### src/rtl/core/cfbx_pkg.sv
`timescale 1ns / 1ps

package cfbx_pkg;

  // Frame start marker
  localparam logic [7:0] START_BYTE = 8'h02;

  // Command queue between front and back
  localparam int unsigned QUEUE_DEPTH = 4;
  localparam int unsigned QUEUE_PTR_W = $clog2(QUEUE_DEPTH);
  localparam int unsigned QUEUE_CNT_W = $clog2(QUEUE_DEPTH + 1);

  // Position within the bytes that one queued command produces
  typedef enum logic [2:0] {
    ST_START,
    ST_CMD,
    ST_LEN_LO,
    ST_LEN_HI,
    ST_DATA,
    ST_SUM
  } cfbx_step_e;

  // One classified command for the back part
  typedef struct packed {
    logic        hdr;       // emit the four header bytes first
    logic [7:0]  cmd;
    logic [15:0] len;
    logic [7:0]  data;
    logic        has_data;  // emit one payload byte
    logic        has_cs;    // close the frame with the checksum
  } cfbx_op_t;

endpackage

### src/rtl/core/cfbx_front.sv
`timescale 1ns / 1ps

module cfbx_front import cfbx_pkg::*; (
  input  logic        clk_i,
  input  logic        rst_ni,
  input  logic        accept_i,
  input  logic [7:0]  command_i,
  input  logic [15:0] payload_length_i,
  input  logic [7:0]  data_byte_i,
  input  logic        data_present_i,
  output logic        push_o,
  output cfbx_op_t    op_o
);

  logic        in_frame_q, in_frame_d;
  logic [15:0] rem_q, rem_d;
  logic        len_zero;
  logic        take;

  assign len_zero = (payload_length_i == 16'd0);
  assign take     = data_present_i && (rem_q != 16'd0);

  // Classify the word and track how much payload is still due
  always_comb begin
    in_frame_d = in_frame_q;
    rem_d      = rem_q;
    push_o     = 1'b0;
    op_o       = '0;
    op_o.cmd   = command_i;
    op_o.len   = payload_length_i;
    op_o.data  = data_byte_i;
    if (accept_i) begin
      if (!in_frame_q) begin
        push_o        = 1'b1;
        op_o.hdr      = 1'b1;
        op_o.has_data = !len_zero && data_present_i;
        op_o.has_cs   = len_zero || (data_present_i && (payload_length_i == 16'd1));
        rem_d         = len_zero ? 16'd0
                                 : payload_length_i - {15'd0, data_present_i};
        in_frame_d    = !len_zero && !op_o.has_cs;
      end else if (take) begin
        push_o        = 1'b1;
        op_o.has_data = 1'b1;
        op_o.has_cs   = (rem_q == 16'd1);
        rem_d         = rem_q - 16'd1;
        in_frame_d    = (rem_q != 16'd1);
      end
    end
  end

  always_ff @(posedge clk_i or negedge rst_ni) begin
    if (!rst_ni) begin
      in_frame_q <= 1'b0;
      rem_q      <= 16'd0;
    end else begin
      in_frame_q <= in_frame_d;
      rem_q      <= rem_d;
    end
  end

endmodule

### src/rtl/core/cfbx_queue.sv
`timescale 1ns / 1ps

module cfbx_queue import cfbx_pkg::*; (
  input  logic     clk_i,
  input  logic     rst_ni,
  input  logic     push_i,
  input  cfbx_op_t push_op_i,
  output logic     full_o,
  input  logic     pop_i,
  output logic     head_valid_o,
  output cfbx_op_t head_op_o
);

  cfbx_op_t               mem_q [QUEUE_DEPTH];
  logic [QUEUE_PTR_W-1:0] wr_ptr_q, rd_ptr_q;
  logic [QUEUE_CNT_W-1:0] cnt_q, cnt_d;
  logic                   do_push, do_pop;

  assign full_o       = (cnt_q == QUEUE_CNT_W'(QUEUE_DEPTH));
  assign head_valid_o = (cnt_q != '0);
  assign head_op_o    = mem_q[rd_ptr_q];
  assign do_push      = push_i && !full_o;
  assign do_pop       = pop_i && head_valid_o;

  // Count follows pushes and pops
  always_comb begin
    cnt_d = cnt_q;
    if (do_push && !do_pop) begin
      cnt_d = cnt_q + 1'b1;
    end else if (!do_push && do_pop) begin
      cnt_d = cnt_q - 1'b1;
    end
  end

  always_ff @(posedge clk_i or negedge rst_ni) begin
    if (!rst_ni) begin
      wr_ptr_q <= '0;
      rd_ptr_q <= '0;
      cnt_q    <= '0;
    end else begin
      cnt_q <= cnt_d;
      if (do_push) wr_ptr_q <= wr_ptr_q + 1'b1;
      if (do_pop)  rd_ptr_q <= rd_ptr_q + 1'b1;
    end
  end

  // Store the entry
  always_ff @(posedge clk_i) begin
    if (do_push) mem_q[wr_ptr_q] <= push_op_i;
  end

endmodule

### src/rtl/core/cfbx_back.sv
`timescale 1ns / 1ps

module cfbx_back import cfbx_pkg::*; (
  input  logic       clk_i,
  input  logic       rst_ni,
  input  logic       head_valid_i,
  input  cfbx_op_t   head_op_i,
  output logic       pop_o,
  output logic       out_valid_o,
  input  logic       out_ready_i,
  output logic [7:0] out_byte_o,
  output logic       out_end_o
);

  cfbx_step_e step_q, step_d, cur_step, next_step;
  logic       busy_q, busy_d;
  logic [7:0] xor_q, xor_d;
  logic       out_valid_q, out_valid_d;
  logic [7:0] out_byte_q, out_byte_d;
  logic       out_end_q, out_end_d;
  logic       load;
  logic       last;
  logic [7:0] cur_byte;

  assign load     = head_valid_i && (!out_valid_q || out_ready_i);
  assign cur_step = busy_q ? step_q : (head_op_i.hdr ? ST_START : ST_DATA);

  // Select the byte and the following step
  always_comb begin
    cur_byte  = 8'd0;
    next_step = ST_START;
    last      = 1'b0;
    unique case (cur_step)
      ST_START: begin
        cur_byte  = START_BYTE;
        next_step = ST_CMD;
      end
      ST_CMD: begin
        cur_byte  = head_op_i.cmd;
        next_step = ST_LEN_LO;
      end
      ST_LEN_LO: begin
        cur_byte  = head_op_i.len[7:0];
        next_step = ST_LEN_HI;
      end
      ST_LEN_HI: begin
        cur_byte  = head_op_i.len[15:8];
        if (head_op_i.has_data) begin
          next_step = ST_DATA;
        end else if (head_op_i.has_cs) begin
          next_step = ST_SUM;
        end else begin
          last = 1'b1;
        end
      end
      ST_DATA: begin
        cur_byte = head_op_i.data;
        if (head_op_i.has_cs) begin
          next_step = ST_SUM;
        end else begin
          last = 1'b1;
        end
      end
      ST_SUM: begin
        cur_byte = xor_q;
        last     = 1'b1;
      end
      default: begin
        last = 1'b1;
      end
    endcase
  end

  assign pop_o = load && last;

  // Advance the sequence, fold the checksum and fill the output word
  always_comb begin
    step_d      = step_q;
    busy_d      = busy_q;
    xor_d       = xor_q;
    out_valid_d = out_valid_q && !out_ready_i;
    out_byte_d  = out_byte_q;
    out_end_d   = out_end_q;
    if (load) begin
      step_d      = next_step;
      busy_d      = !last;
      out_valid_d = 1'b1;
      out_byte_d  = cur_byte;
      out_end_d   = (cur_step == ST_SUM);
      case (cur_step)
        ST_START: xor_d = START_BYTE;
        ST_SUM:   xor_d = 8'd0;
        default:  xor_d = xor_q ^ cur_byte;
      endcase
    end
  end

  always_ff @(posedge clk_i or negedge rst_ni) begin
    if (!rst_ni) begin
      step_q      <= ST_START;
      busy_q      <= 1'b0;
      xor_q       <= 8'd0;
      out_valid_q <= 1'b0;
    end else begin
      step_q      <= step_d;
      busy_q      <= busy_d;
      xor_q       <= xor_d;
      out_valid_q <= out_valid_d;
    end
  end

  // Hold the output word until taken
  always_ff @(posedge clk_i) begin
    out_byte_q <= out_byte_d;
    out_end_q  <= out_end_d;
  end

  assign out_valid_o = out_valid_q;
  assign out_byte_o  = out_byte_q;
  assign out_end_o   = out_end_q;

endmodule

### src/rtl/core/command_frame_builder_xor.sv
`timescale 1ns / 1ps
// The first byte a word causes passes through the command queue and then the output register.
// Output: one byte per cycle, set by the back sequencer, while commands wait and m_axis_tready
// holds high; a payload word yields one or two bytes (two when it closes the frame), a header four to six.
// A four-entry command queue lets input words keep flowing while a header drains.
// Reset (rst_ni low, asynchronous) empties the queue and output and awaits a header.
module command_frame_builder_xor import cfbx_pkg::*; (
  input  logic        clk_i,
  input  logic        rst_ni,
  input  logic        s_axis_tvalid,
  output logic        s_axis_tready,
  input  logic [31:0] s_axis_tdata,   // [7:0] command, [23:8] payload_length, [31:24] data_byte
  input  logic        s_axis_tuser,   // [0] data_present
  output logic        m_axis_tvalid,
  input  logic        m_axis_tready,
  output logic [7:0]  m_axis_tdata,   // [7:0] frame_byte
  output logic        m_axis_tlast    // frame_end
);

  logic     full;
  logic     push;
  cfbx_op_t push_op;
  logic     head_valid;
  cfbx_op_t head_op;
  logic     pop;

  assign s_axis_tready = !full;

  cfbx_front u_front (
    .clk_i            (clk_i),
    .rst_ni           (rst_ni),
    .accept_i         (s_axis_tvalid && !full),
    .command_i        (s_axis_tdata[7:0]),
    .payload_length_i (s_axis_tdata[23:8]),
    .data_byte_i      (s_axis_tdata[31:24]),
    .data_present_i   (s_axis_tuser),
    .push_o           (push),
    .op_o             (push_op)
  );

  cfbx_queue u_queue (
    .clk_i        (clk_i),
    .rst_ni       (rst_ni),
    .push_i       (push),
    .push_op_i    (push_op),
    .full_o       (full),
    .pop_i        (pop),
    .head_valid_o (head_valid),
    .head_op_o    (head_op)
  );

  cfbx_back u_back (
    .clk_i        (clk_i),
    .rst_ni       (rst_ni),
    .head_valid_i (head_valid),
    .head_op_i    (head_op),
    .pop_o        (pop),
    .out_valid_o  (m_axis_tvalid),
    .out_ready_i  (m_axis_tready),
    .out_byte_o   (m_axis_tdata),
    .out_end_o    (m_axis_tlast)
  );

endmodule
### config.mk
export PLATFORM = sky130hd
export DESIGN_NAME = command_frame_builder_xor
export DESIGN_NICKNAME = d
export VERILOG_FILES = /design/src/rtl/core/cfbx_pkg.sv /design/src/rtl/core/cfbx_front.sv /design/src/rtl/core/cfbx_queue.sv /design/src/rtl/core/cfbx_back.sv /design/src/rtl/core/command_frame_builder_xor.sv
export SDC_FILE = /design/constraint.sdc
export NUM_CORES = 1
export LEC_CHECK = 0
export BUFFER_PORTS_ARGS = -buffer_cell sky130_fd_sc_hd__buf_2
export CAP_MARGIN = 25
export CELL_PAD_IN_SITES_DETAIL_PLACEMENT = 0
export CELL_PAD_IN_SITES_GLOBAL_PLACEMENT = 1
export CORE_ASPECT_RATIO = 0.9
export CORE_UTILIZATION = 46
export CTS_BUF_LIST = sky130_fd_sc_hd__clkbuf_16
export DETAILED_ROUTE_END_ITERATION = 16
export PLACE_DENSITY = 0.81
export SETUP_SLACK_MARGIN = 0.1
export SYNTH_ARGS = -nofsm -noshare
export SYNTH_HDL_FRONTEND = slang
export SYNTH_SLANG_ARGS = --single-unit
### constraint.sdc
create_clock -name clk_i -period 2.7 [get_ports clk_i]
set_input_delay 0.135 -clock clk_i [delete_from_list [all_inputs] [get_ports clk_i]]
set_output_delay 0.135 -clock clk_i [all_outputs]
set_load 0.1 [all_outputs]
# After elaboration in Yosys (flattened, before gate mapping)
# Memory sizes are Yosys's and may differ from the RTL's.
# Cells that the tools add are included.
dict set report word_totals {
  register_bits 46
  latch_bits 0
  ram_bits 140
  romBits 0
  inputBits 37
  out_inout_bits 11
  memories 1
}
dict set report op_classes {
  n_addsub 6
  multipliers 0
  div 0
  order_cmp 0
  n_eq_ne 10
  shifts 0
  n_mux 28
  n_bitwise 1
  reduce_logical 29
}
# name depth word_bits read_ports rd_ports_with_merged_regs write_ports line
set memory_table {}
lappend memory_table {u_queue.mem_q 4 35 1 0 1 cfbx_queue.sv:14} ;# cfbx_op_t mem_q [QUEUE_DEPTH];
# operator count
set op_table {}
lappend op_table {{two-way mux 16 bit} 3}
lappend op_table {{case mux 8 bit (6 select lines)} 1}
lappend op_table {{equality test 16 x 1 -> 1 bit (second input constant)} 2}
lappend op_table {{two-way mux 3 bit} 6}
lappend op_table {{zero test 16 bit} 1}
lappend op_table {{inequality test 16 x 1 -> 1 bit (second input constant)} 1}
lappend op_table {{case mux 8 bit (2 select lines)} 1}
lappend op_table {{nonzero test 16 bit} 1}
lappend op_table {{subtractor 16 x 1 -> 16 bit} 1}
lappend op_table {{subtractor 16 x 1 -> 16 bit (second input constant)} 1}
lappend op_table {{case mux 3 bit (5 select lines)} 1}
lappend op_table {{logical AND 1 bit} 12}
lappend op_table {{two-way mux 1 bit} 12}
lappend op_table {{equality test 3 bit (second input constant)} 3}
lappend op_table {{zero test 1 bit} 8}
lappend op_table {{XOR 8 bit} 1}
lappend op_table {{equality test 3 x 2 -> 1 bit (second input constant)} 2}
lappend op_table {{two-way mux 2 bit} 3}
lappend op_table {{adder 2 x 1 -> 2 bit (second input constant)} 2}
lappend op_table {{adder 3 x 1 -> 3 bit (second input constant)} 1}
lappend op_table {{equality test 3 x 1 -> 1 bit (second input constant)} 1}
lappend op_table {{zero test 3 bit} 1}
lappend op_table {{case mux 1 bit (3 select lines)} 1}
lappend op_table {{nonzero test 3 bit} 1}
lappend op_table {{other kinds (6)} 7}

# Depth between registers and ports, before layout
# Gate-level depths: netlist (run 1).
# An unclocked memory read counts as a cell.
dict set report logic_depth {
  depth_word 11
  mapped_depth 13
  mapped_depth_nobuf 11
}

# Modules after synthesis
# Synthesis (run 1) repeated with hierarchy kept, for this count alone.
dict set report unflattened {
  hier_cells 577
  area_unflattened_um2 8780.9
}
# mod instances cells_each area_each_um2
set modules_own_cells {}
lappend modules_own_cells {cfbx_queue 1 218 5531.6}
lappend modules_own_cells {cfbx_front 1 218 1811.7}
lappend modules_own_cells {cfbx_back 1 139 1427.6}
lappend modules_own_cells {command_frame_builder_xor 1 2 10.0}

# Worst setup path after synthesis (run 1)
# No wires, ideal clock.
dict set report synth_path {
  path_kind {register to register}
  from {register u_front.rem_q[8]}
  to {register u_queue.cnt_q[1]}
  setup_ps 125
  t_arrival_ps 2704
  path_slack_ps -129
  stages_incl_launch_ff 10
  path_buffers 1
  period_less_slack_ps 2829
  path_cell_list {dfrtp_1 -> or4_4 -> nand4bb_4 -> o21ai_2 -> inv_1 -> buf_2 -> ha_1 -> inv_1 -> fa_1 -> mux2_2}
}
dict set report synth_between {
  elab_cells_between_ends 11
}
# item line
set synth_lines {}
lappend synth_lines {{from (decl)} cfbx_front.sv:16} ;# logic [15:0] rem_q, rem_d;
lappend synth_lines {{from (signal assigned)} cfbx_front.sv:57} ;# rem_q <= rem_d;
lappend synth_lines {{nonzero test 16 bit} cfbx_front.sv:21} ;# assign take = data_present_i && (rem_q != 16'd0);
lappend synth_lines {{logical AND 1 bit} cfbx_front.sv:21}
lappend synth_lines {{two-way mux 1 bit} cfbx_front.sv:41} ;# end else if (take) begin
lappend synth_lines {{two-way mux 1 bit} cfbx_front.sv:33} ;# if (!in_frame_q) begin
lappend synth_lines {{two-way mux 1 bit} cfbx_front.sv:32} ;# if (accept_i) begin
lappend synth_lines {{logical AND 1 bit} cfbx_queue.sv:22} ;# assign do_push = push_i && !full_o;
lappend synth_lines {{net u_queue.do_push} cfbx_queue.sv:17} ;# logic do_push, do_pop;
lappend synth_lines {{logical AND 1 bit} cfbx_queue.sv:28} ;# if (do_push && !do_pop) begin
lappend synth_lines {{two-way mux 3 bit} cfbx_queue.sv:28}
lappend synth_lines {{net u_queue.cnt_d[1]} cfbx_queue.sv:16} ;# logic [QUEUE_CNT_W-1:0] cnt_q, cnt_d;
lappend synth_lines {{to (signal assigned)} cfbx_queue.sv:41} ;# cnt_q <= cnt_d;
lappend synth_lines {{to (decl)} cfbx_queue.sv:16}
# The timed path passes the listed nets, and every way through them passes these cells.
# A chain may end at the register's enable or synchronous reset.

# Worst setup path in the final report (run 1)
dict set report layout_path {
  from {register u_queue.rd_ptr_q[0]}
  to {register u_queue.cnt_q[1]}
}
dict set report layout_between {
  elab_chain_cells 11
  elab_cells_between_ends 19
}
# item line
set layout_lines {}
lappend layout_lines {{from (decl)} cfbx_queue.sv:15} ;# logic [QUEUE_PTR_W-1:0] wr_ptr_q, rd_ptr_q;
lappend layout_lines {{from (signal assigned)} cfbx_queue.sv:43} ;# if (do_pop) rd_ptr_q <= rd_ptr_q + 1'b1;
lappend layout_lines {{memory (4 x 35 bit) *} n/a}
lappend layout_lines {{two-way mux 3 bit (2 in series)} cfbx_back.sv:26} ;# assign cur_step = busy_q ? step_q : (head_op_i.hdr ? ST_START : ST_DATA);
lappend layout_lines {{equality test 3 x 1 -> 1 bit (tied with other cells)} cfbx_back.sv:33} ;# unique case (cur_step)
lappend layout_lines {{OR reduction 3 bit (no line)} n/a}
lappend layout_lines {{case mux 1 bit (3 select lines) *} cfbx_back.sv:33}
lappend layout_lines {{logical AND 1 bit *} cfbx_back.sv:74} ;# assign pop_o = load && last;
lappend layout_lines {{logical AND 1 bit *} cfbx_queue.sv:23} ;# assign do_pop = pop_i && head_valid_o;
lappend layout_lines {{zero test 1 bit *} cfbx_queue.sv:28}
lappend layout_lines {{logical AND 1 bit *} cfbx_queue.sv:28}
lappend layout_lines {{two-way mux 3 bit *} cfbx_queue.sv:28}
lappend layout_lines {{net u_queue.cnt_d[1]} cfbx_queue.sv:16}
# Mark *: on every way through the listed nets, which the timed path passes. The rest lies on a longest branch.

==> metrics.cfg, run 1 <==
[clocking]
clock-sinks = 186
cts-root-buf = clkbuf_16
tritoncts = done
cts_buffers = 17
h-tree-depth = 4
clock_latency_ns = 0.43
clockBufferDepth = 2
clkSlewWorstSetupHoldPaths_ns = 0.07

[setup_path]
r2r_start = u_queue.rd_ptr_q[0]
startpoint = u_queue.rd_ptr_q[0]
crit_path_end_kind = flop
reg2reg_slack_ns = 0.13
r2r_cells = 7
r2r-end = u_queue.cnt_q[1]
worstPathRequired_ns = 3.02
start_kind = flop
crit_type = flop to flop
endpoint = u_queue.cnt_q[1]
worstPathMaxFanout = 8
crit_arrival_ns = 2.89

[power]
internal-power_w = 0.00625
p_leak_nw = 3.39
ir_drop_mv = 0.529
p_clk_share_pct = 24.9
p_sw_share_pct = 36.6
seqPwrFrac_pct = 39.9
p_sw_w = 0.00361
powerDensity_nw_per_um2 = 1010
share_comb_of_total_power_pct = 35.2

[synthesis]
ys_seq_area_share_pct = 66.2
netlist_instances = 538
synth_top_area_share_pct = 54.9
synth_most_common_cell = edfxtp_1
yosys_warnings = 0
synth_edf_count = 149
ys_types = 58
synthFlopType = edfxtp_1
ys_top_cells_by_count = 149 x edfxtp_1, 39 x nand2_1, 37 x dfrtp_1
ys_seq_elements = 186
synthTopCellsByArea = edfxtp_1 55%, dfrtp_1 11%, mux4_2 9.4%
synth_area_um2 = 8160
synth_area_leader_cell = edfxtp_1
async_flop_share_pct = 19.9
synth_nets = 585
synth.avg_cell_area_um2 = 15.2

[drt]
top_signal_layer_used = met4
wl_met3_mm = 1.11
ant_nets = 0
wire_per_inst_um = 20.2
first_iter_violations = 553
drt_wl_total_mm = 17.8
wl_met1_mm = 7.67
viasPerCell = 5.76
dr_wl_met2_mm = 8.72
dr_total_vias = 5085
route.detailed.drc = 0
drt-pass1-iter-count = 5

[sta]
setup_viol = 0
clock.fmax_mhz = 389
fin_skew_ns = 0.00858
fin_ws_ns = 0.131
layout_min_cycle_time_ns = 2.57
tns_ns = 0
timing.final.crit_share_pct = 95.1
maxSlewViolCount = 0
hold_viol = 0
relSlewSlack_pct = 55.9
rsz0062_at_grt = yes
tightest_slew_ns = 0.658

[finish]
insertedDiodeCount = 0
multiInputGateArea_um2 = 2630
seq_area_um2 = 5400
nets = 682
fillers = 1360
syn2layout_area_growth_pct = 19.2
final_layout_size_suffix_gt1_share_pct = 24.5

[global_route]
antenna_found_initial = 0
grt_overflow = 0
grt_first_pass_wirelength_mm = 28.8
grt_use_total_pct = 21.3
grt_pass1_vias = 5315
grt_max_degree = 38

[place]
preCtsSetupSlack_ns = 0.0284
dpl.hpwl_mm = 11.4
gp_congestion = 0.858
port-buffer-count = 47

[die]
rows = 45
die_w_um = 142
ios = 48
start_util_pct = 47.6
dieArea_um2 = 18300
die_height_um = 128
coreArea_um2 = 17100

[status]
outcome = completed

[min_path]
holdCritPathClass = primary input to flop

[job]
cap_violations = 0

## area by class of cell
cell class | count | share of cell area (%)
Clock inverter | 15 | 1.69
Sequential cell | 186 | 55.6
Multi-Input combinational cell | 314 | 27.1
Inverter | 18 | 0.695
Tap cell | 235 | 3.02
Clock buffer | 17 | 4.38
Timing Repair Buffer | 98 | 7.57
## worst max-delay path, stage by stage (launching register included)
cell and delay, ns:
dfrtp_2 0.48, mux4_2 0.63, nor3b_4 0.27, o21ai_2 0.09, ha_2 0.20, inv_1 0.08, fa_1 0.42, mux2_2 0.28
## power by group through the flow
| stage | registers, W | clock network, W | logic (W) |
|---|---|---|---|
| final | 0.00394 | 0.00245 | 0.00347 |
| after global routing | 0.00399 | 0.00260 | 0.00376 |
| after CTS | 0.00394 | 0.00248 | 0.00344 |
| after detailed placement | 0.00399 | 0 | 0.00337 |
| after global placement | 0.00395 | 0 | 0.00328 |
| after floorplan | 0.00441 | 0 | 0.00208 |
## cells in the final DEF, fill, tap and decap left out, types with 10 or more instances in the layout
master           n
mux4_2          34
nor3_1          12
nand2_1         39
inv_1           16
a21oi_1         15
edfxtp_1       149
dlygate4sd3_1   27
nand3_1         10
xnor2_1         10
o21ai_0         25
buf_2           47
buf_4           20
a22oi_1         13
nor2_1          29
clkbuf_16       17
dfrtp_1         35
## how the worst min path moves through the flow
stage / end / start / depth (start not counted) / slack [ns]
after global routing: u_queue.mem_q[2][13] / s_axis_tdata[11] / 1 / 0.02
after floorplan: u_back.busy_q / rst_ni / 0 / -0.16
after CTS: u_queue.mem_q[3][13] / s_axis_tdata[11] / 1 / 0.01
after global placement: u_back.xor_q[7] / rst_ni / 1 / 0.31
after detailed placement: u_back.xor_q[3] / rst_ni / 1 / 0.33
final: u_queue.mem_q[3][13] / s_axis_tdata[11] / 1 / 0.03
## per-stage QoR
step | total power (W) | std cells | hold WS (ns) | cell area (um^2) | utilization, %
floorplan | 0.00649 | 538 | -0.161 | 8180 | -
finish | 0.00986 | 883 | 0.0338 | 9720 | 56.8
global placement | 0.00723 | 821 | 0.315 | 8800 | 51.4
detailed placement | 0.00736 | 821 | 0.335 | 8800 | 51.4
global route | 0.0103 | 883 | 0.0185 | 9720 | 56.8
CTS | 0.00986 | 880 | 0.00996 | 9670 | 56.5
## kinds of logic after synthesis
group,Yosys count,share of synthesized area (%)
buf+inv,38,1.96
xor+xnor,19,2.04
compound gates,104,8.68
flops,186,66.2
mux,40,10.1
fa+ha+maj,10,1.63
simple gates,141,9.33
## state kept, by name, summed over array words and instances (netlist names)
name                count
u_queue.mem_q         140
u_front.rem_q          16
u_back.out_byte_o       8
u_back.xor_q            8
u_back.step_q           3
u_queue.cnt_q           3
u_queue.rd_ptr_q        2
u_queue.wr_ptr_q        2
u_back.busy_q           1
u_back.out_end_o        1
u_back.out_valid_o      1
u_front.in_frame_q      1
## metal layers
layer | GRT usage [%] | vias to the layer above
met5 | 0 | -
met4 | 7.97 | 0
met3 | 4.07 | 21
met2 | 33.9 | 207
met1 | 29.3 | 2549
li1 | - | 2308
## repair_timing
item	4_1_cts	5_1_grt
endpoints found under the hold margin	138	0
pin swaps	0	3
setup endpoints to repair	2	10
gates cloned	0	0
setup buffers	0	2
hold buffers	27	0
resized for setup	2	3
Power figures use the tool's default switching activity.
==> inputs of run 2 (changes only) <==
--- a/config.mk
+++ b/config.mk
@@ -10,10 +10,10 @@
 export CELL_PAD_IN_SITES_DETAIL_PLACEMENT = 0
 export CELL_PAD_IN_SITES_GLOBAL_PLACEMENT = 1
 export CORE_ASPECT_RATIO = 0.9
-export CORE_UTILIZATION = 46
+export CORE_UTILIZATION = 55
 export CTS_BUF_LIST = sky130_fd_sc_hd__clkbuf_16
 export DETAILED_ROUTE_END_ITERATION = 16
-export PLACE_DENSITY = 0.81
+export PLACE_DENSITY = 0.9
 export SETUP_SLACK_MARGIN = 0.1
 export SYNTH_ARGS = -nofsm -noshare
 export SYNTH_HDL_FRONTEND = slang
==> constraint.sdc (replaced) <==
create_clock -name clk_i -period 3.3 [get_ports clk_i]
set_input_delay 0.165 -clock clk_i [delete_from_list [all_inputs] [get_ports clk_i]]
set_output_delay 0.165 -clock clk_i [all_outputs]
set_load 0.1 [all_outputs]
==> metrics.cfg, run 2 (synthesis results as in run 1) <==
[setup_path]
crit_path_end_kind = flop  ; unchanged
r2r_start = u_queue.rd_ptr_q[0]  ; unchanged
cp_top_family = compound AO/OA/AOI/OAI gates  ; was multiplexers
start_kind = flop  ; unchanged
crit_arrival_ns = 3.20  ; was 2.89 ns
worstPathRequired_ns = 3.65  ; was 3.02 ns
crit_top_cell = xor2_1
critPathMaxStageDelay_ns = 0.49  ; was 0.63 ns
cp_num_buf_inv = 1  ; unchanged
r2r_cells = 11  ; was 7
worstPathMaxFanout = 9  ; was 8
r2r-end = u_queue.cnt_q[2]  ; was u_queue.cnt_q[1]
cp_cell_sequence = mux2i_1 -> a22oi_1 -> and2_1 -> a21oi_1 -> o21ai_0 -> ha_1 -> inv_1 -> fa_1 -> xor2_1 -> nor2_1 -> xor2_1  ; was mux4_2 -> nor3b_4 -> o21ai_2 -> ha_2 -> inv_1 -> fa_1 -> mux2_2
crit_type = flop to flop  ; unchanged
reg2reg_slack_ns = 0.46  ; was 0.13 ns
critPathSlowestCell = dfrtp_2  ; was mux4_2

[power]
powerDensity_nw_per_um2 = 834  ; was 1010 nW/um^2
ir_drop_mv = 0.630  ; was 0.529 mV
p_leak_nw = 3.33  ; was 3.39 nW

[sta]
relSlewSlack_pct = 48.7  ; was 55.9%
timing.final.crit_share_pct = 86.1  ; was 95.1%
fin_ws_ns = 0.459  ; was 0.131 ns
tightest_slew_ns = 0.763  ; was 0.658 ns
layout_min_cycle_time_ns = 2.84  ; was 2.57 ns
clock.fmax_mhz = 352  ; was 389 MHz
maxSlewViolCount = 0  ; unchanged
rsz0062_at_grt = no  ; was yes
fin_skew_ns = 0.0113  ; was 0.00858 ns
tns_ns = 0  ; unchanged
setup_viol = 0  ; unchanged
hold_viol = 0  ; unchanged

[die]
coreArea_um2 = 14300  ; was 17100 um^2
ios = 48  ; unchanged
die_w_um = 130  ; was 142 um
start_util_pct = 57.2  ; was 47.6%
rows = 41  ; was 45
dieArea_um2 = 15300  ; was 18300 um^2
die_height_um = 118  ; was 128 um

[finish]
reg.largest.list = u_queue.mem_q: 140 flops, u_front.rem_q: 16 flops  ; unchanged
top_register = u_queue.mem_q  ; unchanged
fillers = 1014  ; was 1360
final_area_um2 = 9470  ; was 9720 um^2
multiInputGateArea_um2 = 2590  ; was 2630 um^2
final_cell_mix = 149 x edfxtp_1, 47 x buf_2, 39 x nand2_1  ; unchanged
seq_area_um2 = 5400  ; about the same
insertedDiodeCount = 0  ; unchanged
syn2layout_area_growth_pct = 16.1  ; was 19.2%
layout_commonest_cell = edfxtp_1  ; unchanged
nets = 672  ; was 682
largest_reg_flops = 140  ; unchanged
final_layout_size_suffix_gt1_share_pct = 23.0  ; was 24.5%

[min_path]
hold_path_end = u_queue.mem_q[2][17]  ; was u_queue.mem_q[3][13]
holdCritPathClass = primary input to flop  ; unchanged
holdPathStages = 1  ; unchanged
min_from = s_axis_tdata[15]  ; was s_axis_tdata[11]

[global_route]
grt_max_degree = 38  ; unchanged
grt_overflow = 0  ; unchanged
grt_first_pass_wirelength_mm = 27.6  ; was 28.8 mm
grt_use_total_pct = 24.6  ; was 21.3%
antenna_found_initial = 1  ; was 0
grt_pass1_vias = 5117  ; was 5315

[clocking]
hold_buffers = 21  ; was 27
cts_resized = 0  ; was 2
cts-root-buf = clkbuf_16  ; unchanged
clockBufferDepth = 2  ; unchanged
cts_buffers = 17  ; unchanged
clkSlewWorstSetupHoldPaths_ns = 0.07  ; about the same
clock_latency_ns = 0.43  ; about the same
clock-sinks = 186  ; unchanged
tritoncts = done  ; unchanged
cts_setup_buffers = 0  ; unchanged
h-tree-depth = 4  ; unchanged

[place]
gp_congestion = 0.883  ; was 0.858
post_dp_cell_area_um2 = 8680  ; was 8800 um^2
port-buffer-count = 47  ; unchanged
dpl.hpwl_mm = 11.1  ; was 11.4 mm
preCtsSetupSlack_ns = 0.471  ; was 0.0284 ns

[drt]
drt_wl_total_mm = 17.3  ; was 17.8 mm
viasPerCell = 6.14  ; was 5.76
wl_met1_mm = 7.36  ; was 7.67 mm
dr_total_vias = 5099  ; was 5085
drt-pass1-iter-count = 5  ; unchanged
first_iter_violations = 468  ; was 553
wire_per_inst_um = 20.8  ; was 20.2 um
top_signal_layer_used = met4  ; unchanged
wl_met3_mm = 1.14  ; was 1.11 mm
route.detailed.drc = 0  ; unchanged
dr_wl_met2_mm = 8.61  ; was 8.72 mm
ant_nets = 0  ; unchanged

[job]
cap_violations = 0  ; unchanged

[status]
outcome = completed  ; unchanged

-- run 2: power by group --
group	switching, W	total, W	internal (W)	leakage (nW)
Sequential	0.000239	0.00322	0.00298	1.78
Clock	0.000920	0.00191	0.000995	0.278
Combinational	0.00173	0.00276	0.00103	1.27
Total	0.00289	0.00790	0.00500	3.33
-- run 2: area by class of cell --
type                            count  share of cell area [%]
Multi-Input combinational cell    314                    27.4
Inverter                           18                   0.713
Tap cell                          193                    2.55
Clock inverter                     15                    1.39
Sequential cell                   186                    57.0
Clock buffer                       17                    4.49
Timing Repair Buffer               88                    6.42
-- run 2: how the worst max path moves through the flow --
stage | from | endpoint | slack [ns] | cells after the start
2_1_floorplan | u_front.rem_q[8] | u_queue.cnt_q[1] | 0.47 | 9
3_3_place_gp | u_queue.rd_ptr_q[0] | u_queue.cnt_q[2] | 0.58 | 11
3_5_place_dp | u_queue.rd_ptr_q[0] | u_queue.cnt_q[2] | 0.47 | 11
4_1_cts | u_queue.rd_ptr_q[0] | u_queue.cnt_q[2] | 0.45 | 11
5_1_grt | u_queue.rd_ptr_q[0] | u_queue.cnt_q[2] | 0.15 | 11
6_report | u_queue.rd_ptr_q[0] | u_queue.cnt_q[2] | 0.46 | 11
-- run 2: stage by stage --
step	hold slack [ns]	util, %	instances	total power (W)
2_1_floorplan	-0.131	-	538	0.00530
3_3_place_gp	0.341	60.9	777	0.00587
3_5_place_dp	0.344	60.9	777	0.00599
4_1_cts	0.00438	66.3	830	0.00793
5_1_grt	0.00868	66.4	831	0.00827
6_report	0.0230	66.4	831	0.00790
-- run 2: metal layers --
| layer | GRT usage, % | up-vias |
|---|---|---|
| met5 | 0 | - |
| met1 | 34.2 | 2596 |
| li1 | - | 2293 |
| met4 | 7.04 | 0 |
| met2 | 39.0 | 190 |
| met3 | 5.91 | 20 |
